[src/sv/lrf_pkg.sv]
// Shared types and fixed widths for the least-squares line fit block.
// No dependencies; every other file imports this package.
package lrf_pkg;

    localparam int SAMPLE_BITS = 16;
    localparam int FIX_W       = 32;   // Q16.16 results
    localparam int RSUM_W      = 64;   // Q48.16 residual sum
    localparam int SUMX_W      = 23;   // running sum of samples
    localparam int SUMXX_W     = 38;   // running sum of products
    localparam int NEXT_W      = 8;    // point count as a signed operand
    localparam int PROD_W      = 46;   // n*sum_xx and sum_x*sum_x
    localparam int SXX_W       = 47;   // centered sums
    localparam int NUM_W       = 56;   // intercept numerator
    localparam int DIV_W       = 64;   // divider dividend and quotient
    localparam int DVS_W       = 44;   // divider divisor
    localparam int FRAC_W      = 16;

    typedef logic signed [SAMPLE_BITS-1:0] sample_t;
    typedef logic signed [FIX_W-1:0]       fix_t;

    // Commands from the controller to the datapath
    typedef struct packed {
        logic load;
        logic sum_mul;
        logic sum_sub;
        logic sdiv_go;
        logic slope_take;
        logic icpt_mul;
        logic icpt_num;
        logic idiv_go;
        logic icpt_take;
        logic idx_clr;
        logic idx_inc;
        logic rd;
        logic mul;
        logic fit;
        logic sq;
        logic acc;
        logic clr_set;
    } lrf_cmd_t;

    // Status from the datapath to the controller
    typedef struct packed {
        logic degen;
        logic div_done;
        logic idx_last;
    } lrf_stat_t;

endpackage

[src/sv/lrf_ctrl.sv]
// Controller state machine: load, fit sequence, residual and emit passes.
// Depends on lrf_pkg.
module lrf_ctrl import lrf_pkg::*;
(
    input  logic      clk,
    input  logic      rst_n,
    input  logic      in_valid,
    input  logic      in_last,
    input  logic      out_ready,
    input  lrf_stat_t stat,
    output logic      in_ready,
    output logic      out_valid,
    output lrf_cmd_t  cmd
);

    typedef enum logic [17:0] {
        S_LOAD      = 18'h00001,
        S_SUMMUL    = 18'h00002,
        S_SUMSUB    = 18'h00004,
        S_SDIV_GO   = 18'h00008,
        S_SDIV_WAIT = 18'h00010,
        S_ICPT_MUL  = 18'h00020,
        S_ICPT_NUM  = 18'h00040,
        S_IDIV_GO   = 18'h00080,
        S_IDIV_WAIT = 18'h00100,
        S_R_RD      = 18'h00200,
        S_R_MUL     = 18'h00400,
        S_R_FIT     = 18'h00800,
        S_R_SQ      = 18'h01000,
        S_R_ACC     = 18'h02000,
        S_E_RD      = 18'h04000,
        S_E_MUL     = 18'h08000,
        S_E_FIT     = 18'h10000,
        S_E_OUT     = 18'h20000
    } state_t;

    state_t state_reg, state_next;

    // Sequence the fit and the two passes over the stored points
    always_comb
    begin
        state_next = state_reg;
        cmd        = '0;
        case (state_reg)
            S_LOAD:
            begin
                cmd.load = in_valid;
                if (in_valid && in_last)
                    state_next = S_SUMMUL;
            end
            S_SUMMUL:
            begin
                cmd.sum_mul = 1'b1;
                cmd.idx_clr = 1'b1;
                state_next  = S_SUMSUB;
            end
            S_SUMSUB:
            begin
                cmd.sum_sub = 1'b1;
                state_next  = S_SDIV_GO;
            end
            S_SDIV_GO:
            begin
                if (stat.degen)
                    state_next = S_E_RD;
                else
                begin
                    cmd.sdiv_go = 1'b1;
                    state_next  = S_SDIV_WAIT;
                end
            end
            S_SDIV_WAIT:
            begin
                if (stat.div_done)
                begin
                    cmd.slope_take = 1'b1;
                    state_next     = S_ICPT_MUL;
                end
            end
            S_ICPT_MUL:
            begin
                cmd.icpt_mul = 1'b1;
                state_next   = S_ICPT_NUM;
            end
            S_ICPT_NUM:
            begin
                cmd.icpt_num = 1'b1;
                state_next   = S_IDIV_GO;
            end
            S_IDIV_GO:
            begin
                cmd.idiv_go = 1'b1;
                state_next  = S_IDIV_WAIT;
            end
            S_IDIV_WAIT:
            begin
                if (stat.div_done)
                begin
                    cmd.icpt_take = 1'b1;
                    state_next    = S_R_RD;
                end
            end
            S_R_RD:
            begin
                cmd.rd     = 1'b1;
                state_next = S_R_MUL;
            end
            S_R_MUL:
            begin
                cmd.mul    = 1'b1;
                state_next = S_R_FIT;
            end
            S_R_FIT:
            begin
                cmd.fit    = 1'b1;
                state_next = S_R_SQ;
            end
            S_R_SQ:
            begin
                cmd.sq     = 1'b1;
                state_next = S_R_ACC;
            end
            S_R_ACC:
            begin
                cmd.acc = 1'b1;
                if (stat.idx_last)
                begin
                    cmd.idx_clr = 1'b1;
                    state_next  = S_E_RD;
                end
                else
                begin
                    cmd.idx_inc = 1'b1;
                    state_next  = S_R_RD;
                end
            end
            S_E_RD:
            begin
                cmd.rd     = 1'b1;
                state_next = S_E_MUL;
            end
            S_E_MUL:
            begin
                cmd.mul    = 1'b1;
                state_next = S_E_FIT;
            end
            S_E_FIT:
            begin
                cmd.fit    = 1'b1;
                state_next = S_E_OUT;
            end
            S_E_OUT:
            begin
                if (out_ready)
                begin
                    if (stat.idx_last)
                    begin
                        cmd.clr_set = 1'b1;
                        state_next  = S_LOAD;
                    end
                    else
                    begin
                        cmd.idx_inc = 1'b1;
                        state_next  = S_E_RD;
                    end
                end
            end
            default:
            begin
                state_next = S_LOAD;
            end
        endcase
    end

    // Hold state
    always_ff @(posedge clk or negedge rst_n)
    begin
        if (!rst_n)
            state_reg <= S_LOAD;
        else
            state_reg <= state_next;
    end

    assign in_ready  = (state_reg == S_LOAD);
    assign out_valid = (state_reg == S_E_OUT);

endmodule

[config.mk]
export PLATFORM = sky130hd
export DESIGN_NAME = lrf_ctrl
export DESIGN_NICKNAME = d
export VERILOG_FILES = /design/src/sv/lrf_pkg.sv /design/src/sv/lrf_ctrl.sv
export SDC_FILE = /design/constraint.sdc
export NUM_CORES = 1
export LEC_CHECK = 0
export ABC_AREA = 1
export BUFFER_PORTS_ARGS = -buffer_cell sky130_fd_sc_hd__buf_2
export CAP_MARGIN = 15
export CORE_MARGIN = 4
export CORE_UTILIZATION = 58
export CTS_CLUSTER_DIAMETER = 40
export CTS_CLUSTER_SIZE = 30
export DETAILED_ROUTE_END_ITERATION = 16
export PLACE_DENSITY = 0.84
export SLEW_MARGIN = 20
export SYNTH_ARGS = -nofsm -noshare
export SYNTH_HDL_FRONTEND = slang
export SYNTH_SLANG_ARGS = --single-unit
[constraint.sdc]
create_clock -name clk -period 2.2 [get_ports clk]
set_input_delay 0.22 -clock clk [delete_from_list [all_inputs] [get_ports clk]]
set_output_delay 0.22 -clock clk [all_outputs]
set_load 0.03 [all_outputs]
== Yosys cells after proc, flatten, opt, wreduce, memory -nomap -nowiden ==
Index checks and enable logic that the tools add are counted.
Word-level totals
  bits of input ports: 8
  register bits: 18
  output and inout port bits: 19
Cells by class
  reduce and logical (&&, ||, !) cells: 5
  eq/ne operators: 22
  multiplexer cells: 31
Operators by type and width (number)
  18-bit case mux with 18 select lines: 1
  18-bit two-way mux: 4
  15-bit two-way mux: 3
  1-bit two-way mux: 21
  18-bit by 1-bit == test with 1-bit output (second input constant): 1
  18-bit by 10-bit == test with 1-bit output (second input constant): 1
  18-bit by 11-bit == test with 1-bit output (second input constant): 1
  18-bit by 12-bit == test with 1-bit output (second input constant): 1
  18-bit by 13-bit == test with 1-bit output (second input constant): 1
  18-bit by 14-bit == test with 1-bit output (second input constant): 1
  18-bit by 15-bit == test with 1-bit output (second input constant): 1
  18-bit by 16-bit == test with 1-bit output (second input constant): 1
  18-bit by 17-bit == test with 1-bit output (second input constant): 1
  18-bit == test (second input constant): 1
  18-bit by 2-bit == test with 1-bit output (second input constant): 1
  18-bit by 3-bit == test with 1-bit output (second input constant): 1
  18-bit by 4-bit == test with 1-bit output (second input constant): 1
  18-bit by 5-bit == test with 1-bit output (second input constant): 1
  18-bit by 6-bit == test with 1-bit output (second input constant): 1
  18-bit by 7-bit == test with 1-bit output (second input constant): 1
  18-bit by 8-bit == test with 1-bit output (second input constant): 1
  18-bit by 9-bit == test with 1-bit output (second input constant): 1
  2-bit != test (second input constant): 3
  2-bit OR reduction: 3
  4 further kinds: 5

== Logic depth before layout (Yosys ltp) ==
Gate-level depths: netlist (run 1).
  depth after elaboration: 3
  depth in mapped cells: 11
  mapped depth without buffers: 11

== Least setup slack after synthesis (run 1) ==
OpenSTA, ideal clock, no wires.
  kind: reg-to-output
  from: register state_reg[5]
  to: output cmd[6] (netlist bit)
  arrival: 2000 ps
  slack: -20 ps
  stages on the path, launching flop included: 8
  cell sequence: dfrtp_1 -> nor2_2 -> nand2_2 -> nor2_8 -> nand3_2 -> inv_1 -> nand2_1 -> o21ai_0
RTL lines
  start, declared: RTL line lrf_ctrl.sv:37  | state_t state_reg, state_next;
  start signal, assigned: RTL line lrf_ctrl.sv:181  | state_reg <= state_next;
  end, declared: RTL line lrf_ctrl.sv:13  | output lrf_cmd_t cmd

==> results of run 1 <==
[worst paths after layout]
path	from	to	slack, ns	depth (start not counted)
worst min-delay path	stat[2]	state_reg[4]	0.14	2
worst min register to register	state_reg[13]	state_reg[16]	0.58	3
min in group asynchronous	rst_n	state_reg[17]	0.36	2
max in group asynchronous	rst_n	state_reg[0]	1.52	2
worst max register to register	state_reg[0]	state_reg[0]	0.46	11
worst max-delay path	state_reg[10]	cmd[14]	0.12	7
[logic make-up (layout without fill, tap and decap cells)]
| logic type | Yosys count | count (layout) |
|---|---|---|
| DFF | 18 | 18 |
| and+or+nand+nor | 115 | 115 |
| AOI/OAI and AO/OA | 7 | 7 |
| buffers and inverters | 40 | 79 |
[worst register-to-register path, stage by stage, from the launching register on]
cell and delay (ns):
dfstp_2 0.59, nor2_4 0.06, nand2_4 0.12, nor2_8 0.07, buf_4 0.15, nand2_1 0.05, nor2_1 0.05, nor2_1 0.17
nand3b_1 0.11, nor2_1 0.12, nor2_1 0.05, nor2_1 0.13
[what timing repair did]
action	CTS	global route
hold buffers	1	0
resized for setup	0	6
setup endpoints to repair	0	4
endpoints found under the hold margin	17	0
buffers inserted	0	8
[metal layers]
metal	vias up	routed length, µm
li1	623	-
met1	576	1400
met2	50	1420
met3	5	196
met4	0	60
met5	-	0
[area by class of cell]
cell class,instances,area [µm²],share of cell area (%)
multi-input combinational,122,686,44.1
sequential,18,452,29.1
timing repair buffer,36,210,13.5
inverter,39,146,9.42
tap,27,33.8,2.17
clock buffer,4,26.3,1.69
[layout by cell type (no fill, tap or decap), types with 4 or more instances in the layout]
cell type | Yosys | routed
inv_1 | 35 | 35
dfrtp_1 | 17 | 17
nand3_1 | 18 | 18
nor2_4 | 2 | 4
nor2_1 | 39 | 39
inv_2 | 4 | 4
nand2_2 | 8 | 8
buf_4 | 0 | 10
nand2_1 | 27 | 26
nor2_2 | 9 | 7
buf_2 | 0 | 25
[stage by stage]
step,area [µm²],utilization [%]
2_1_floorplan,1290,-
3_3_place_gp,1440,70.4
3_5_place_dp,1440,70.4
4_1_cts,1470,72.2
5_1_grt,1550,76.1
6_report,1550,76.1
[report_power, final]
group	internal, mW	switching (mW)
combinational	0.185	0.363
clock	0.0710	0.111
sequential	0.363	0.0291
==> impl_metrics.json, run 1 <==
{
  "synth_compound_area_share_pct": 4.28,
  "synth_top_area_cell": "dfrtp_1",
  "synth_edf_count": 0,
  "maxCapViolCount": 0,
  "crit_family": "simple AND/OR/NAND/NOR gates",
  "grt_start_max_net_pins": 19,
  "areaGrowthSynthToFinish_pct": 20.8,
  "yosys-top-cells-area": "dfrtp_1 33%, nor2_1 11%, inv_1 10%, nand2_1 7.9%, nand3_1 7.0%",
  "via_per_inst": 5.10,
  "relSlewSlack_pct": 72.6,
  "finalMaxSlewViolations": 0,
  "finalSetupViolations": 0,
  "ios": 27,
  "cts_made_buffers": 3,
  "max_slew.worst_pin.slew_ns": 0.410,
  "yosysMostFrequentCell": "nor2_1",
  "synth_top_family_by_area": "simple AND/OR/NAND/NOR gates",
  "gp_congestion": 0.856,
  "irDropWorstVdd_v": 0.000779,
  "wl_per_cell_um": 12.5,
  "layout.cells.non_filler": 246,
  "fin_nets": 228,
  "largest_reg_flops": 18,
  "place_inst": 233,
  "leakage_nw": 0.995,
  "critPathLaunchType": "register",
  "drt-total-wl_um": 3080,
  "core_um2": 2040,
  "rsz0062_at_grt": "no",
  "arrival_ns": 1.86,
  "ys_ff_latch": 18,
  "drc": 0,
  "grt_pass1_vias": 1188,
  "status": "finished clean",
  "synthArstFlopShare_pct": 100,
  "antenna_found_initial": 0,
  "via_count": 1254,
  "required_ns": 1.98,
  "initial_utilization_pct": 63.0,
  "htree_num_levels": 1,
  "p_per_area_nw_per_um2": 722,
  "yosysSeqAreaShare_pct": 35.1,
  "path_class": "register to output port",
  "met2_usage_pct": 37.8,
  "grt_overflow": 0,
  "fp.dieArea_um2": 3030,
  "synth_nets": 188,
  "final.setup.tns_ns": 0,
  "clk_pin_slew_ns": 0.10,
  "worst_slack_ns": 0.124,
  "fillers": 161,
  "hold_ws_ns": 0.141,
  "antenna_left": 0,
  "cts.sinks": 18,
  "fin_skew_ns": 0.00274,
  "hold_viol_final": 0,
  "rows": 16,
  "endpoint_kind": "output port",
  "synth_common_cells": "39 x nor2_1, 35 x inv_1, 27 x nand2_1, 18 x nand3_1, 17 x dfrtp_1",
  "grt_use_total_pct": 23.8,
  "cts_tree": "built",
  "busiest_layer": "met2",
  "first_pass_iters": 4,
  "path_buf_inv": 3,
  "die_w_um": 55.1,
  "met3_usage_pct": 3.49,
  "cp_slowest_cell": "dfrtp_1",
  "hp-class": "primary input to register",
  "ys.warnings.count": 0,
  "finalCritPeriodShare_pct": 94.4,
  "critical_path.max_stage_delay_ns": 0.41,
  "drive_gt1_share_pct": 34.7,
  "synth_top_area_share_pct": 33.1,
  "synth_ff_type": "dfrtp_1",
  "fmax_mhz": 482,
  "fin_crit_ns": 2.08,
  "synthCells": 180,
  "drt-initial-drc-count": 53,
  "crit_fanout": 10,
  "synthAdderAreaFrac_pct": 0,
  "synth_xor_area_share_pct": 0,
  "synth_area_per_cell_um2": 7.15,
  "clock_latency_ns": 0.31,
  "ys_types": 24,
  "synth_simple_gate_area_share_pct": 47.7,
  "diodes": 0,
  "muxShareOfSynthArea_pct": 0,
  "port_buffers": 26,
  "cts_root_buffer": "clkbuf_4",
  "place_hpwl_um": 2420,
  "grt_pass1_wl_um": 5090,
  "cp_cell_sequence": "nor2_2, nand2_2, nor2_4, buf_4, nand3_1, inv_1, buf_2",
  "clockBufferDepth": 2,
  "die_h_um": 55.1,
  "netlist_area_um2": 1290,
  "pre_cts_slack_ns": 0.396,
  "grtUsageMet1_pct": 31.6,
  "total_power_mw": 1.12
}
Power figures use the tool's default switching activity.
==> run 2: changes to the inputs <==
--- a/config.mk
+++ b/config.mk
@@ -9,11 +9,11 @@
 export BUFFER_PORTS_ARGS = -buffer_cell sky130_fd_sc_hd__buf_2
 export CAP_MARGIN = 15
 export CORE_MARGIN = 4
-export CORE_UTILIZATION = 58
+export CORE_UTILIZATION = 54
 export CTS_CLUSTER_DIAMETER = 40
 export CTS_CLUSTER_SIZE = 30
 export DETAILED_ROUTE_END_ITERATION = 16
-export PLACE_DENSITY = 0.84
+export PLACE_DENSITY = 0.79
 export SLEW_MARGIN = 20
 export SYNTH_ARGS = -nofsm -noshare
 export SYNTH_HDL_FRONTEND = slang
==> constraint.sdc (replaced) <==
create_clock -name clk -period 2.1 [get_ports clk]
set_input_delay 0.21 -clock clk [delete_from_list [all_inputs] [get_ports clk]]
set_output_delay 0.21 -clock clk [all_outputs]
set_load 0.03 [all_outputs]
==> run 2 against run 1 <==
Compared with the run above:
- worst setup slack got worse by 0.075 ns
- critical path type unchanged
- largest cell class unchanged
- global-route usage shrank 4.7 points
- sequential share of layout area fell by 2.2 points
- hold slack improved by 0.010 ns
- combinational power grew 20%
- highest routed layer unchanged
- first-iteration DRC count up 7.5%
- clock power increased by 17%
==> impl_metrics.json, run 2 (synthesized netlist as in run 1, its figures left out) <==
{
  "status": "finished clean",
  "grt_overflow": 0,
  "holdPathStages": 2,
  "p_comb_share_pct": 51.4,
  "drt-total-wl_um": 3170,
  "path_class": "register to output port",
  "hold_viol_final": 0,
  "fp.dieArea_um2": 3230,
  "grt_pass1_wl_um": 5040,
  "grt_start_max_net_pins": 19,
  "p_clk_share_pct": 16.5,
  "die_h_um": 56.8,
  "relSlewSlack_pct": 72.7,
  "fmax_mhz": 488,
  "grt_pass1_vias": 1187,
  "fin_crit_ns": 2.05,
  "final_cell_mix": "36 x nor2_1, 34 x inv_1, 25 x nand2_1, 20 x buf_2, 19 x buf_4",
  "maxCapViolCount": 0,
  "r2r_start": "state_reg[4]",
  "internal_power_mw": 0.737,
  "clock_latency_ns": 0.29,
  "antenna_found_initial": 0,
  "regToRegSetupSlack_ns": 0.36,
  "p_per_area_nw_per_um2": 759,
  "hp-class": "primary input to register",
  "diodes": 0,
  "cts_tree": "built",
  "first_pass_iters": 4,
  "ios": 27,
  "via_per_inst": 5.16,
  "final.setup.tns_ns": 0,
  "via_count": 1310,
  "crit_fanout": 4,
  "worst_slack_ns": 0.0495,
  "max_slew.worst_pin.slew_ns": 0.410,
  "cts_made_buffers": 3,
  "drt-initial-drc-count": 57,
  "antenna_left": 0,
  "die_w_um": 56.8,
  "min_from": "stat[2]",
  "irDropWorstVdd_v": 0.000923,
  "rsz0062_at_grt": "yes",
  "gp_congestion": 0.836,
  "clk_pin_slew_ns": 0.10,
  "cp_slowest_cell": "dfrtp_1",
  "hold_path_end": "state_reg[4]",
  "finalSetupViolations": 0,
  "swShare_pct": 42.4,
  "rows": 17,
  "initial_utilization_pct": 57.6,
  "pre_cts_slack_ns": 0.280,
  "arrival_ns": 1.84,
  "leakage_nw": 1.05,
  "timing.rr.end": "state_reg[1]",
  "drive_gt1_share_pct": 40.3,
  "critPathLaunchType": "register",
  "port_buffers": 26,
  "clockBufferDepth": 2,
  "p_sw_mw": 0.544,
  "core_um2": 2230,
  "mostFrequentLayoutCell": "nor2_1",
  "critical_path.max_stage_delay_ns": 0.40,
  "htree_num_levels": 1,
  "layout.cells.non_filler": 254,
  "wl_per_cell_um": 12.5,
  "finalCritPeriodShare_pct": 97.6,
  "cts.sinks": 18,
  "largest_reg_flops": 18,
  "areaGrowthSynthToFinish_pct": 31.2,
  "reg2reg_depth": 12,
  "seqPwrFrac_pct": 32.1,
  "drc": 0,
  "endpoint_kind": "output port",
  "required_ns": 1.89,
  "place_inst": 234,
  "cp_cell_sequence": "nor2_2, nand2_2, nor2_8, nand2_4, nor4_4, nand2_1, o21ai_1, buf_4",
  "finalMaxSlewViolations": 0,
  "cts_root_buffer": "clkbuf_4",
  "grt_use_total_pct": 19.1,
  "fin_nets": 235,
  "final_core_util_pct": 75.6,
  "place_hpwl_um": 2310,
  "fin_skew_ns": 0.00874,
  "total_power_mw": 1.28
}
==> run 2: worst max-delay path by stage <==
| stage | cells after the start | startpoint | to |
|---|---|---|---|
| after floorplan | 7 | state_reg[5] | cmd[6] |
| after global placement | 8 | state_reg[5] | cmd[6] |
| after detailed placement | 8 | state_reg[2] | cmd[6] |
| after CTS | 8 | state_reg[7] | cmd[6] |
| after global routing | 8 | state_reg[4] | cmd[6] |
| final | 8 | state_reg[4] | cmd[6] |
==> run 2: per-stage QoR <==
step | cell area [µm²] | hold slack (ns)
global placement | 1440 | 0.157
floorplan | 1290 | -0.0856
global route | 1690 | 0.135
CTS | 1500 | 0.144
detailed placement | 1440 | 0.162
finish | 1690 | 0.151
==> run 2: worst max-delay path, delay by kind of cell, from the launching register on <==
kind,cells,cell delay (ns)
and+or+nand+nor,6,0.89
AOI/OAI and AO/OA,1,0.08
DFF,1,0.40
buffers and inverters,1,0.17
==> run 2: final cells by class <==
cell class | count | area [µm²]
inverters | 39 | 146
well taps | 28 | 35.0
clock buffers | 4 | 36.3
multi-input cells | 122 | 731
flip-flops and latches | 18 | 453
fillers | 158 | 546
repair buffers | 43 | 287
==> run 2: metal layers <==
layer	GRT usage, %	wire (µm)	vias to the layer above
met3	2.99	231	10
met4	5.96	73	0
met1	26.9	1400	601
met2	30.0	1460	57
met5	0	0	-
li1	-	-	642
==> run 2: timing repair <==
item                                    4_1_cts  5_1_grt
gates resized for setup                       4       27
hold buffers                                  1        0
endpoints found under the setup margin        2       13
pin swaps                                     1       10
gates cloned                                  0        0
endpoints found under the hold margin        17        0
setup buffers                                 0       15
==> run 2: power by group through the flow <==
| stage | logic, mW | registers [mW] | clock network (mW) |
|---|---|---|---|
| detailed placement | 0.498 | 0.409 | 0 |
| global route | 0.717 | 0.416 | 0.234 |
| finish | 0.658 | 0.411 | 0.212 |
| floorplan | 0.392 | 0.405 | 0 |
| global placement | 0.485 | 0.407 | 0 |
| CTS | 0.525 | 0.411 | 0.218 |
